## config.mk

```make
export PLATFORM = sky130hd
export DESIGN_NAME = pvd_lsb_pixel_pair_extract_unit
export DESIGN_NICKNAME = d
export VERILOG_FILES = /design/src/design/pvdx_pkg.sv /design/src/design/pvd_lsb_pixel_pair_extract_unit.sv /design/src/design/pvdx_in_reg.sv /design/src/design/pvdx_core.sv /design/src/design/pvdx_out_reg.sv
export SDC_FILE = /design/constraint.sdc
export NUM_CORES = 1
export LEC_CHECK = 0
export BUFFER_PORTS_ARGS = -buffer_cell sky130_fd_sc_hd__buf_2
export CAP_MARGIN = 20
export CORE_UTILIZATION = 42
export DETAILED_ROUTE_END_ITERATION = 16
export PLACE_DENSITY = 0.7
export SKIP_CTS_REPAIR_TIMING = 1
export SLEW_MARGIN = 30
export SYNTH_ARGS = -nofsm -noshare
export SYNTH_HDL_FRONTEND = slang
export SYNTH_SLANG_ARGS = --single-unit
```

## constraint.sdc

```tcl
create_clock -name i_clk -period 10.2 [get_ports i_clk]
set_clock_uncertainty 0.15 [all_clocks]
set_input_delay 0.51 -clock i_clk [delete_from_list [all_inputs] [get_ports i_clk]]
set_output_delay 0.51 -clock i_clk [all_outputs]
set_load 0.02 [all_outputs]
```

## src/design/pvdx_pkg.sv

```systemverilog
// ----------------------------------------------------------------------------
// pvdx_pkg
// Shared types, constants and helpers for the pixel pair payload extractor.
// ----------------------------------------------------------------------------
package pvdx_pkg;

    localparam int HEADER_BYTES_DEF = 36;

    localparam logic [7:0] BAND_1_LIMIT = 8'd16;
    localparam logic [7:0] BAND_2_LIMIT = 8'd32;
    localparam logic [7:0] BAND_3_LIMIT = 8'd64;
    localparam logic [7:0] BAND_4_LIMIT = 8'd128;

    localparam logic [2:0] TEX_BITS = 3'd3;

    localparam logic [1:0] LEN_BYTE_0 = 2'd0;
    localparam logic [1:0] LEN_BYTE_1 = 2'd1;
    localparam logic [1:0] LEN_BYTE_2 = 2'd2;
    localparam logic [1:0] LEN_BYTE_3 = 2'd3;

    typedef struct packed {
        logic [7:0] first_red;
        logic [7:0] first_green;
        logic [7:0] first_blue;
        logic [7:0] second_red;
        logic       textured;
        logic       end_of_image;
    } t_pair;

    typedef struct packed {
        logic [7:0] out_byte;
        logic       has_byte;
        logic       is_last;
        logic       truncated;
    } t_result;

    // bits carried by a smooth pair for a given red difference
    function automatic logic [2:0] band_bits(input logic [7:0] d);
        logic [2:0] n;
        if (d < BAND_1_LIMIT) begin
            n = 3'd1;
        end else if (d < BAND_2_LIMIT) begin
            n = 3'd2;
        end else if (d < BAND_3_LIMIT) begin
            n = 3'd3;
        end else if (d < BAND_4_LIMIT) begin
            n = 3'd4;
        end else begin
            n = 3'd5;
        end
        return n;
    endfunction

endpackage

```

## src/design/pvd_lsb_pixel_pair_extract_unit.sv

```systemverilog
// ----------------------------------------------------------------------------
// pvd_lsb_pixel_pair_extract_unit
// Extracts a hidden byte stream from pixel pairs, lsb or difference mode.
//
//   channel   direction   handshake               payload
//   pair in   input       i_in_valid/o_in_stall   i_first_*, i_second_red, flags
//   byte out  output      o_out_valid/i_out_stall o_out_byte, o_has_byte, ...
//
// one pair per cycle unless output stalls; results pass in_reg, then out_reg
// a pair that completes no byte and does not end the image gives no result
// pairs after the last byte or end of image are consumed and dropped
// synchronous active-low reset clears all stages and the packing state
// a held result stalls the input stage only when that stage is also full
// ----------------------------------------------------------------------------
module pvd_lsb_pixel_pair_extract_unit #(
    parameter int HEADER_BYTES = pvdx_pkg::HEADER_BYTES_DEF
) (
    input  logic       i_clk,
    input  logic       i_rst_n,
    input  logic       i_in_valid,
    output logic       o_in_stall,
    input  logic [7:0] i_first_red,
    input  logic [7:0] i_first_green,
    input  logic [7:0] i_first_blue,
    input  logic [7:0] i_second_red,
    input  logic       i_textured,
    input  logic       i_end_of_image,
    output logic       o_out_valid,
    input  logic       i_out_stall,
    output logic [7:0] o_out_byte,
    output logic       o_has_byte,
    output logic       o_is_last,
    output logic       o_truncated
);
    import pvdx_pkg::*;

    t_pair   in_pair;
    t_pair   stage_pair;
    t_result core_result;
    t_result out_result;
    logic    advance;
    logic    fire;
    logic    emit;

    assign in_pair.first_red    = i_first_red;
    assign in_pair.first_green  = i_first_green;
    assign in_pair.first_blue   = i_first_blue;
    assign in_pair.second_red   = i_second_red;
    assign in_pair.textured     = i_textured;
    assign in_pair.end_of_image = i_end_of_image;

    pvdx_in_reg u_in_reg (
        .i_clk     (i_clk),
        .i_rst_n   (i_rst_n),
        .i_valid   (i_in_valid),
        .o_stall   (o_in_stall),
        .i_pair    (in_pair),
        .i_advance (advance),
        .o_fire    (fire),
        .o_pair    (stage_pair)
    );

    pvdx_core #(
        .HEADER_BYTES (HEADER_BYTES)
    ) u_core (
        .i_clk    (i_clk),
        .i_rst_n  (i_rst_n),
        .i_fire   (fire),
        .i_pair   (stage_pair),
        .o_emit   (emit),
        .o_result (core_result)
    );

    pvdx_out_reg u_out_reg (
        .i_clk     (i_clk),
        .i_rst_n   (i_rst_n),
        .i_load    (emit),
        .i_result  (core_result),
        .i_stall   (i_out_stall),
        .o_valid   (o_out_valid),
        .o_result  (out_result),
        .o_advance (advance)
    );

    assign o_out_byte  = out_result.out_byte;
    assign o_has_byte  = out_result.has_byte;
    assign o_is_last   = out_result.is_last;
    assign o_truncated = out_result.truncated;

endmodule

```

## src/design/pvdx_in_reg.sv

```systemverilog
// ----------------------------------------------------------------------------
// pvdx_in_reg
// Input register stage with valid/stall handshake toward the source.
// ----------------------------------------------------------------------------
module pvdx_in_reg (
    input  logic            i_clk,
    input  logic            i_rst_n,
    input  logic            i_valid,
    output logic            o_stall,
    input  pvdx_pkg::t_pair i_pair,
    input  logic            i_advance,
    output logic            o_fire,
    output pvdx_pkg::t_pair o_pair
);
    import pvdx_pkg::*;

    logic  r_valid;
    t_pair r_pair;
    logic  accept;

    assign o_stall = r_valid && !i_advance;
    assign accept  = i_valid && !o_stall;
    assign o_fire  = r_valid && i_advance;
    assign o_pair  = r_pair;

    always_ff @(posedge i_clk) begin
        if (!i_rst_n) begin
            r_valid <= 1'b0;
        end else if (accept) begin
            r_valid <= 1'b1;
        end else if (i_advance) begin
            r_valid <= 1'b0;
        end
    end

    always_ff @(posedge i_clk) begin
        if (accept) begin
            r_pair <= i_pair;
        end
    end

endmodule

```

## src/design/pvdx_core.sv

```systemverilog
// ----------------------------------------------------------------------------
// pvdx_core
// Bit extraction, byte packing, length capture and end detection.
// ----------------------------------------------------------------------------
module pvdx_core #(
    parameter int HEADER_BYTES = pvdx_pkg::HEADER_BYTES_DEF
) (
    input  logic              i_clk,
    input  logic              i_rst_n,
    input  logic              i_fire,
    input  pvdx_pkg::t_pair   i_pair,
    output logic              o_emit,
    output pvdx_pkg::t_result o_result
);
    import pvdx_pkg::*;

    logic [7:0]  r_acc;
    logic [2:0]  r_pos;
    logic [31:0] r_count;
    logic [31:0] r_len;
    logic        r_done;

    logic [7:0]  diff;
    logic [2:0]  nbits;
    logic [4:0]  mask;
    logic [4:0]  chunk;
    logic [12:0] combined;
    logic [3:0]  total;
    logic        wrap;
    logic [7:0]  byte_val;
    logic [31:0] n_count;
    logic [31:0] n_len;
    logic [32:0] excess;
    logic        hit;
    logic        last;
    logic        trunc;
    logic        work;

    always_comb begin
        diff = (i_pair.first_red >= i_pair.second_red)
             ? (i_pair.first_red - i_pair.second_red)
             : (i_pair.second_red - i_pair.first_red);
        nbits = i_pair.textured ? TEX_BITS : band_bits(diff);
        mask  = 5'((6'd1 << nbits) - 6'd1);
        chunk = i_pair.textured
              ? {2'b00, i_pair.first_blue[0], i_pair.first_green[0], i_pair.first_red[0]}
              : (diff[4:0] & mask);
        combined = {5'b00000, r_acc} | (13'(chunk) << r_pos);
        total    = {1'b0, r_pos} + {1'b0, nbits};
        wrap     = total[3];
        byte_val = combined[7:0];

        n_count = (&r_count) ? r_count : (r_count + 32'd1);

        // length bytes arrive little-endian
        n_len = r_len;
        if (r_count < 32'd4) begin
            case (r_count[1:0])
                LEN_BYTE_0: n_len[7:0]   = byte_val;
                LEN_BYTE_1: n_len[15:8]  = byte_val;
                LEN_BYTE_2: n_len[23:16] = byte_val;
                LEN_BYTE_3: n_len[31:24] = byte_val;
                default:    n_len        = r_len;
            endcase
        end

        // count >= length + header, with header >= 4 covering the length-known test
        excess = {1'b0, n_count} - 33'(HEADER_BYTES);
        hit    = !excess[32] && (excess[31:0] >= n_len);
        last   = wrap && hit;
        trunc  = !last && i_pair.end_of_image;
        work   = i_fire && !r_done;

        o_emit            = work && (wrap || i_pair.end_of_image);
        o_result.out_byte = wrap ? byte_val : 8'd0;
        o_result.has_byte = wrap;
        o_result.is_last  = last;
        o_result.truncated = trunc;
    end

    always_ff @(posedge i_clk) begin
        if (!i_rst_n) begin
            r_acc   <= 8'd0;
            r_pos   <= 3'd0;
            r_count <= 32'd0;
            r_len   <= 32'd0;
            r_done  <= 1'b0;
        end else if (work) begin
            r_pos  <= total[2:0];
            r_done <= last || i_pair.end_of_image;
            if (wrap) begin
                r_acc   <= {3'b000, combined[12:8]};
                r_count <= n_count;
                r_len   <= n_len;
            end else begin
                r_acc <= combined[7:0];
            end
        end
    end

endmodule

```

## src/design/pvdx_out_reg.sv

```systemverilog
// ----------------------------------------------------------------------------
// pvdx_out_reg
// Result register stage with valid/stall handshake toward the sink.
// ----------------------------------------------------------------------------
module pvdx_out_reg (
    input  logic              i_clk,
    input  logic              i_rst_n,
    input  logic              i_load,
    input  pvdx_pkg::t_result i_result,
    input  logic              i_stall,
    output logic              o_valid,
    output pvdx_pkg::t_result o_result,
    output logic              o_advance
);
    import pvdx_pkg::*;

    logic    r_valid;
    t_result r_result;

    assign o_advance = !r_valid || !i_stall;
    assign o_valid   = r_valid;
    assign o_result  = r_result;

    always_ff @(posedge i_clk) begin
        if (!i_rst_n) begin
            r_valid <= 1'b0;
        end else if (i_load) begin
            r_valid <= 1'b1;
        end else if (!i_stall) begin
            r_valid <= 1'b0;
        end
    end

    always_ff @(posedge i_clk) begin
        if (i_load) begin
            r_result <= i_result;
        end
    end

endmodule
```

==> flow_summary.ini, run 1 <==
[outcome]
outcome = finished clean

[clock_tree]
ctsRootBufferMaster = clkbuf_16
clkSinkCount = 109
cts_tree = done
worst_case_clock_buffer_depth = 2
clkSlewWorstSetupHoldPaths_ns = 0.09
cts-buffers-inserted = 9
worst_skew_pair.late_latency_ns = 0.37
clock_tree.htree_level_count = 3

[cells_and_area]
antennaDiodeCount = 0
layout.cells.most_common_list = nor2_1, nand2_1, dfxtp_1
fin_cells = 1241
layout.filler_cells = 1870
regArea_um2 = 2492
final_layout_size_suffix_gt1_share_pct = 10.30
layout.cells.most_common = nor2_1
area_growth_pct = 6.871
final_area_um2 = 8796
layout.nets = 1073
utilization_pct = 46.40
combined_area_of_the_multi_input_logic_cells_um2 = 5318

[floorplanning]
die_width_um = 142.0
start_util_pct = 43.42
fp-row-count = 50
ioPinCount = 51
core_um2 = 18960
die_h_um = 142.0
dieArea_um2 = 20160

[logic_synthesis]
post_synth_edffs = 31
postSynthRegisterBits = 109
yosys_warnings = 0
synthCells = 988
average_cell_area_after_synthesis_um2 = 8.330
ys_seq_area_share_pct = 30.28
area_of_the_mapped_netlist_um2 = 8230
dominantRegCellSynth = dfxtp_1
ys_async_sr_fraction_pct = 0
synth_cell_type_count = 85
synthesis.nets = 1085

[global_routing]
globalRouteMet1Util_pct = 26.65
globalRouteMet3Util_pct = 3.028
first_global_vias = 6608
grt_start_max_net_pins = 67
grt_residual_overflow = 0
antenna_found_initial = 0
groute.usage.overall_pct = 20.31
grt_pass1_wl_um = 32710
use_met2_pct = 33.54
global_routing_s_busiest_layer = met2

[sta]
timing.final.crit_share_pct = 70.32
finalHoldViolCount = 0
drv_slew = 0
normalized_max_slew_margin_pct = 36.48
max_freq_ghz = 0.1394
period_minus_slack_ns = 7.172
finalSetupViolations = 0
timing_worst_slew_pin_value_ns = 0.9471
fin_setup_tns_ns = 0
rsz0062_at_grt = false

[flow_run]
max-cap-violations = 0

[critical_path]
critPathMaxStageDelay_ns = 0.79
worst-endpoint-required_ns = 10.18
cp_data_arrival_time_ns = 7.15
setup.worst_path.start = u_in_reg.o_pair[26]
r2r-start = u_in_reg.o_pair[26]
worst_setup_path_end_kind = flip-flop
timing.reg2reg.setup_slack_ns = 3.03
timing.critical_path.fanout_max = 14
path_class = reg -> reg
worst_setup_path_start_kind = flip-flop
crit_slowest_cell = o41ai_1

[min_path]
hold_start = i_end_of_image
hold_class = in -> reg

[placement]
number_of_buffers_added_on_ports = 36
dpl.cell_count = 1225
gp_congestion = 0.9376
dpl.hpwl_um = 14290
placed_cell_area_um2 = 8488

[power]
p_leak_nw = 3.331
power_density_nw_per_um2 = 121.0
irDropWorstVdd_v = 0.00005391

[route]
viasPerCell = 5.700
post_drt_antenna_nets = 0
routed_wire_length_per_instance_um = 15.83
totalWireLength_um = 19640
drc_errors = 0
routed-via-count = 7074
initialDrtViolationCount = 563
drt_first_pass_iters = 5
-- Yosys cell counts, drive strengths merged (29+ instances only) --
master | count | area, µm²
a21o | 39 | 292.8
a21oi | 63 | 319.1
clkbuf | 44 | 166.4
dfxtp | 78 | 1562
edfxtp | 31 | 930.9
ha | 56 | 700.7
inv | 33 | 123.9
nand2 | 81 | 304.0
nand3 | 40 | 240.2
nor2 | 104 | 390.4
nor3 | 29 | 177.7
o21ai | 47 | 242.7
xnor2 | 37 | 324.1
xor2 | 31 | 279.0
-- cell families (layout without fill, tap and decap cells) --
logic type	count (synthesis)	after routing	synth area share, %
and+or+nand+nor	387	387	25.45
AOI/OAI and AO/OA	244	244	19.82
DFF	109	109	30.28
buffers and inverters	100	93	5.366
xor gates and xnor gates	68	68	7.327
adders and majority gates	59	59	9.243
muxes	20	20	2.463
other	1	1	0.04556
-- registers in the layout (all words and copies together), names as in the netlist --
name,flops
u_in_reg.o_pair,20
u_out_reg.o_valid,1
u_in_reg.r_valid,1
u_out_reg.o_result,11
u_core.r_acc,8
u_core.r_done,1
u_core.r_pos,3
u_core.r_len,32
u_core.r_count,32
-- final cells by class --
class                           count  share of cell area (%)
Inverter                           34                   1.451
Clock buffer                        9                   2.560
Tap cell                          260                   3.698
Sequential cell                   109                   28.34
Timing Repair Buffer               43                   2.646
Multi-Input combinational cell    779                   60.46
Clock inverter                      7                  0.8535
-- metal layers --
metal	share of wire [%]	wire length, µm
met5	0	0
met4	2.5	483
met3	4.2	818
met2	46	8956
met1	48	9385
-- per-stage QoR --
stage	setup slack, ns	power, mW	hold slack, ns
6_report	3.028	1.065	0.1609
5_1_grt	2.351	1.120	0.1461
4_1_cts	2.788	1.072	0.1482
3_5_place_dp	2.800	0.7108	0.3091
3_3_place_gp	2.966	0.7065	0.2929
2_1_floorplan	4.433	0.6471	0.2840
-- report_power, final --
group	switching, mW	internal [mW]	total, mW
logic	0.148	0.0863	0.234
registers	0.0121	0.458	0.470
clock network	0.186	0.174	0.360
total	0.346	0.719	1.06
-- final timing paths --
kind,to,cells past startpoint
min,u_in_reg.o_pair[0],1
max reg2reg,u_out_reg.o_result[0],29
max,u_out_reg.o_result[0],29
min reg2reg,u_core.r_len[0],2
-- worst max-delay path: cells and delay by family, from the launching register on --
family	cells	cell delay, ns
multiplexers	2	0.38
flip-flops	1	0.40
AND/OR/NAND/NOR	8	1.09
buffers and inverters	3	0.38
adder cells (fa/ha/maj)	4	1.14
XOR/XNOR	1	0.33
AO/OA/AOI/OAI	11	3.06
Note: power is estimated with default switching activity, not from simulation.
==> run 2, diff against run 1 <==
--- a/config.mk
+++ b/config.mk
@@ -5,6 +5,7 @@
 export SDC_FILE = /design/constraint.sdc
 export NUM_CORES = 1
 export LEC_CHECK = 0
+export ABC_AREA = 1
 export BUFFER_PORTS_ARGS = -buffer_cell sky130_fd_sc_hd__buf_2
 export CAP_MARGIN = 20
 export CORE_UTILIZATION = 42
==> constraint.sdc (replaced) <==
create_clock -name i_clk -period 7.4 [get_ports i_clk]
set_clock_uncertainty 0.15 [all_clocks]
set_input_delay 0.37 -clock i_clk [delete_from_list [all_inputs] [get_ports i_clk]]
set_output_delay 0.37 -clock i_clk [all_outputs]
set_load 0.02 [all_outputs]
==> run 2 against run 1 <==
Combinational power rose by 9.0%. Total power increased by 33%. Setup slack lost 1.1 ns. Cell area shrank 1.6%. Fmax increased by 30%. Synthesized area fell by 3.7%. Flip-flop and latch count stayed put. First-iteration DRC count rose by 22%. Sequential power rose by 37%. Largest power group unchanged.
==> flow_summary.ini, run 2 <==
[global_routing]
use_met2_pct = 36.82
antenna_found_initial = 0
grt_start_max_net_pins = 44
grt_pass1_wl_um = 33510
globalRouteMet3Util_pct = 2.443
groute.usage.overall_pct = 21.43
globalRouteMet1Util_pct = 27.91
global_routing_s_busiest_layer = met2
first_global_vias = 7019
grt_residual_overflow = 0

[clock_tree]
cts-buffers-inserted = 9
worst_case_clock_buffer_depth = 2
worst_skew_pair.late_latency_ns = 0.37
cts_tree = done
clock_tree.htree_level_count = 3
clkSlewWorstSetupHoldPaths_ns = 0.09
ctsRootBufferMaster = clkbuf_16
clkSinkCount = 109

[floorplanning]
die_h_um = 139.4
fp-row-count = 49
ioPinCount = 51
dieArea_um2 = 19430
core_um2 = 18210
die_width_um = 139.4
start_util_pct = 43.54

[cells_and_area]
layout.cells.most_common_list = nand2_1, inv_1, nand3_1
layout.nets = 1265
antennaDiodeCount = 0
final_layout_size_suffix_gt1_share_pct = 12.19
utilization_pct = 47.53
area_growth_pct = 9.170
layout.cells.most_common = nand2_1
layout.filler_cells = 1808

[power]
irDropWorstVdd_v = 0.0001001
totalPowerFinal_mw = 1.420
power_density_nw_per_um2 = 164.1
p_leak_nw = 4.116

[min_path]
hold_class = in -> reg
hold_start = i_first_green[0]
hold_critical_path_endpoint = u_in_reg.o_pair[18]
worst_hold_path.num_cells = 1

[sta]
fin_setup_tns_ns = 0
worst_slack_ns = 1.884
normalized_max_slew_margin_pct = 40.64
period_minus_slack_ns = 5.516
timing_worst_slew_pin_value_ns = 0.8895
drv_slew = 0
finalHoldViolCount = 0
rsz0062_at_grt = false
max_freq_ghz = 0.1813
finalSetupViolations = 0
timing.final.crit_share_pct = 74.54

[critical_path]
worst-endpoint-required_ns = 7.38
timing.critical_path.fanout_max = 8
crit_slowest_cell = edfxtp_1
r2r-end = u_out_reg.o_result[0]
timing.reg2reg.setup_slack_ns = 1.88
cp_data_arrival_time_ns = 5.50
crit_path_top_cell_by_count = nand2_1
critPathMaxStageDelay_ns = 0.43
worst_setup_path_end_kind = flip-flop
worst_setup_path_start_kind = flip-flop
path_class = reg -> reg
r2r-start = u_in_reg.o_pair[26]
worst-r2r-cell-count = 34

[logic_synthesis]
postSynthRegisterBits = 109
ys_async_sr_fraction_pct = 0
synth_largest_area_cell = dfxtp_1
post_synth_most_frequent_cells = nand2_1, inv_1, nand3_1
post_synth_edffs = 31
synth_largest_type_area_fraction_pct = 19.70
area_of_the_mapped_netlist_um2 = 7928
yosys-top-cells-area = dfxtp_1, nand2_1, edfxtp_1
dominantRegCellSynth = dfxtp_1
synthCells = 1140
yosys_warnings = 0
ys_seq_area_share_pct = 31.44
synthMostInstantiatedCell = nand2_1
synthesis.nets = 1237
synth_cell_type_count = 47
average_cell_area_after_synthesis_um2 = 6.954

[outcome]
outcome = finished clean

[placement]
gp_congestion = 0.9666
dpl.hpwl_um = 15000
number_of_buffers_added_on_ports = 36
post-place-ws_ns = 1.976

[route]
routed_wire_length_per_instance_um = 14.04
viasPerCell = 5.200
initialDrtViolationCount = 686
drc_errors = 0
drt_first_pass_iters = 5
routed-via-count = 7291
totalWireLength_um = 19690
post_drt_antenna_nets = 0

[flow_run]
max-cap-violations = 0
[run 2: cell count changes in the layout (fill, tap and decap cells not counted), moves of 18 or more]
cell,delta
nand2_1,+251
a21o_1,-37
nand3_1,+58
o22ai_1,+18
a211oi_1,-21
mux2i_1,-18
xor2_1,+19
nor2_1,-45
or3_1,-19
inv_1,+110
or2_2,+22
xnor2_1,-30
[run 2: cell families (layout without fill, tap and decap cells)]
family          count (synthesis)  in the layout  share of synthesized area, %
xor+xnor                       56             56                         6.187
compound gates                135            135                         9.375
buf+inv                       184            217                         8.901
simple gates                  596            596                         34.45
other cells                     1              1                       0.04730
fa+ha+maj                      59             59                         9.596
flops                         109            109                         31.44
[run 2: layout make-up]
type	instances	area, µm²	area share (%)
multi-input combinational	847	4735	54.71
sequential	109	2492	28.80
inverter	160	601.8	6.954
tap	229	286.5	3.311
clock buffer	9	225.2	2.602
timing repair buffer	41	217.7	2.516
clock inverter	7	96.34	1.113
[run 2: per-layer routing]
metal / vias to the layer above / routed length, µm
met3: 30 / 779
met1: 3332 / 9267
li1: 3770 / -
met4: 0 / 384
met2: 159 / 9256
met5: - / 0
[run 2: power by group]
part           leakage, nW  internal, mW  switching [mW]  total, mW
logic                 3.03        0.0819           0.173      0.255
clock network        0.156         0.249           0.273      0.522
registers            0.926         0.633          0.0109      0.643
[run 2: worst max-delay path by stage]
stage / end / startpoint / depth (start not counted)
2_1_floorplan: u_out_reg.o_result[0] / u_in_reg.o_pair[26] / 35
3_3_place_gp: u_out_reg.o_result[0] / u_in_reg.o_pair[26] / 35
3_5_place_dp: u_out_reg.o_result[0] / u_in_reg.o_pair[26] / 35
4_1_cts: u_out_reg.o_result[0] / u_in_reg.o_pair[26] / 34
5_1_grt: u_out_reg.o_result[0] / u_in_reg.o_pair[26] / 34
6_report: u_out_reg.o_result[0] / u_in_reg.o_pair[26] / 34
[run 2: metrics by stage]
stage / hold slack [ns] / instance area [µm²] / cells
4_1_cts: 0.02094 / 8655 / 1402
6_report: 0.03283 / 8655 / 1402
3_3_place_gp: 0.2777 / 8333 / 1386
2_1_floorplan: 0.2686 / 7928 / 1140
5_1_grt: 0.01709 / 8655 / 1402
3_5_place_dp: 0.2862 / 8333 / 1386
[run 2: worst max-delay path: cells and delay by family, from the launching register on]
kind | cells | cell delay, ns
buf+inv | 5 | 0.42
fa+ha+maj | 4 | 1.05
flops | 1 | 0.43
simple gates | 14 | 1.41
compound gates | 11 | 1.84
==> run 3, diff against run 2 <==
--- a/config.mk
+++ b/config.mk
@@ -10,7 +10,7 @@
 export CAP_MARGIN = 20
 export CORE_UTILIZATION = 42
 export DETAILED_ROUTE_END_ITERATION = 16
-export PLACE_DENSITY = 0.7
+export PLACE_DENSITY = 0.72
 export SKIP_CTS_REPAIR_TIMING = 1
 export SLEW_MARGIN = 30
 export SYNTH_ARGS = -nofsm -noshare
==> constraint.sdc (replaced) <==
create_clock -name i_clk -period 4.6 [get_ports i_clk]
set_clock_uncertainty 0.15 [all_clocks]
set_input_delay 0.23 -clock i_clk [delete_from_list [all_inputs] [get_ports i_clk]]
set_output_delay 0.23 -clock i_clk [all_outputs]
set_load 0.02 [all_outputs]
==> run 3 against run 2 <==
Core utilization rose by 5.1 points. Cell area grew 11%. Sequential share of layout area down 2.8 points. Sequential power grew 62%. The run now ends with hold timing, setup timing left. Combinational power rose by 130%. Global-route usage rose by 0.15 points.
==> flow_summary.ini, run 3 (same netlist as run 2, synthesis figures left out) <==
[power]
totalPowerFinal_mw = 2.454
p_switching_mw = 0.7946
irDropWorstVdd_v = 0.0002274
power_density_nw_per_um2 = 255.9
p_leak_nw = 4.550
combinationalPowerShare_pct = 23.7
sequentialPowerShare_pct = 42.2
clock_power_share_pct = 34.1
internal_power_mw = 1.659
swShare_pct = 32.38

[sta]
period_minus_slack_ns = 4.822
timing.final.crit_share_pct = 104.8
drv_slew = 0
holdWs_ns = -0.01760
timing_worst_slew_pin_value_ns = 0.9063
finalHoldViolCount = 1
max_freq_ghz = 0.2074
normalized_max_slew_margin_pct = 39.52
rsz0062_at_grt = true
worst_slack_ns = -0.2217
finalSetupViolations = 3

[route]
routed.top_layer = met4
wl_met1_um = 9898
drt_first_pass_iters = 5
routed_wire_length_per_instance_um = 14.50
viasPerCell = 5.221
initialDrtViolationCount = 660
route.met3.wl_um = 1176
drc_errors = 0
routed-via-count = 7779
met2_wirelength_um = 10090
totalWireLength_um = 21600
post_drt_antenna_nets = 0

[critical_path]
crit_slowest_cell = fa_2
worst_setup_path_end_kind = flip-flop
crit_path_top_cell_by_count = nand2_2
setup.worst_path.start = u_in_reg.o_pair[26]
cp_data_arrival_time_ns = 4.81
r2r-start = u_in_reg.o_pair[26]
timing.critical_path.fanout_max = 5
timing.reg2reg.setup_slack_ns = -0.22
r2r-end = u_out_reg.o_result[1]
worst-endpoint-required_ns = 4.59
worst-r2r-cell-count = 33
critical_path.n_buffers_inverters = 5
critPathMaxStageDelay_ns = 0.40
cp-endpoint = u_out_reg.o_result[1]
path_class = reg -> reg
worst_setup_path_start_kind = flip-flop
path_delay_family = compound AO/OA/AOI/OAI gates
worst-path-stages = 33

[clock_tree]
clkSlewWorstSetupHoldPaths_ns = 0.09
cts-buffers-inserted = 9
worst_skew_pair.late_latency_ns = 0.37
clock_tree.htree_level_count = 3
cts_tree = done
clkSinkCount = 109
worst_case_clock_buffer_depth = 2
ctsRootBufferMaster = clkbuf_16

[cells_and_area]
combined_area_of_the_multi_input_logic_cells_um2 = 4945
regArea_um2 = 2492
layout.cells.most_common = nand2_1
antennaDiodeCount = 0
area_growth_pct = 20.98
layout.cells.most_common_list = nand2_1, inv_1, nand3_1
layout.filler_cells = 1683
layout.nets = 1353
final_layout_size_suffix_gt1_share_pct = 20.22

[floorplanning]
fp-row-count = 49
die_width_um = 139.4
start_util_pct = 43.54
dieArea_um2 = 19430
die_h_um = 139.4
ioPinCount = 51
core_um2 = 18210

[global_routing]
antenna_found_initial = 0
groute.usage.overall_pct = 21.58
grt_start_max_net_pins = 43
first_global_vias = 7069
grt_pass1_wl_um = 33770
grt_residual_overflow = 0

[placement]
dpl.hpwl_um = 15980
number_of_buffers_added_on_ports = 36
gp_congestion = 0.9356

[flow_run]
max-cap-violations = 0

[outcome]
outcome = complete, but fails checks
failed_checks = hold timing, setup timing

[min_path]
hold_class = in -> reg
-- run 3: worst min-delay path by stage --
stage | from | end | cells past startpoint
final | i_in_valid | u_in_reg.r_valid | 3
after global routing | i_in_valid | u_in_reg.r_valid | 3
after CTS | i_textured | u_in_reg.o_pair[1] | 1
after detailed placement | i_second_red[3] | u_in_reg.o_pair[5] | 1
after global placement | i_second_red[6] | u_in_reg.o_pair[8] | 1
after floorplan | i_end_of_image | u_in_reg.o_pair[0] | 0
-- run 3: layout make-up --
class	count	area share (%)
Inverter	160	6.301
Sequential cell	109	25.99
Timing Repair Buffer	129	9.837
Multi-Input combinational cell	847	51.56
Clock inverter	7	0.9785
Tap cell	229	2.988
Clock buffer	9	2.348
-- run 3: power by group through the flow --
stage | sequential, mW | combinational [mW] | clock (mW)
floorplan | 1.06 | 0.297 | 0
global placement | 1.06 | 0.490 | 0
detailed placement | 1.06 | 0.495 | 0
CTS | 1.04 | 0.500 | 0.844
global route | 1.04 | 0.642 | 0.877
finish | 1.04 | 0.581 | 0.838
-- run 3: routing by layer --
layer	vias up	track usage (%)
met2	260	36.00
met5	-	0
met3	32	2.478
met4	0	7.368
li1	3949	-
met1	3538	28.86
-- run 3: tightest hold or removal path, delay by kind of cell --
| family | cells | cell delay (ns) |
|---|---|---|
| buffers and inverters | 1 | 0.09 |
| AOI/OAI and AO/OA | 1 | 0.06 |
| and+or+nand+nor | 1 | 0.07 |
-- run 3: metrics by stage --
stage	instances	TNS, ns	worst slack, ns	util (%)	cell area (µm²)
after floorplan	1140	0	0.1309	-	7928
after global placement	1452	-0.4219	-0.2084	48.48	8828
after detailed placement	1452	-0.7458	-0.3200	48.48	8828
after CTS	1468	-1.069	-0.4329	50.24	9148
after global routing	1490	-1.216	-0.4344	52.67	9590
final	1490	-0.5117	-0.2217	52.67	9590
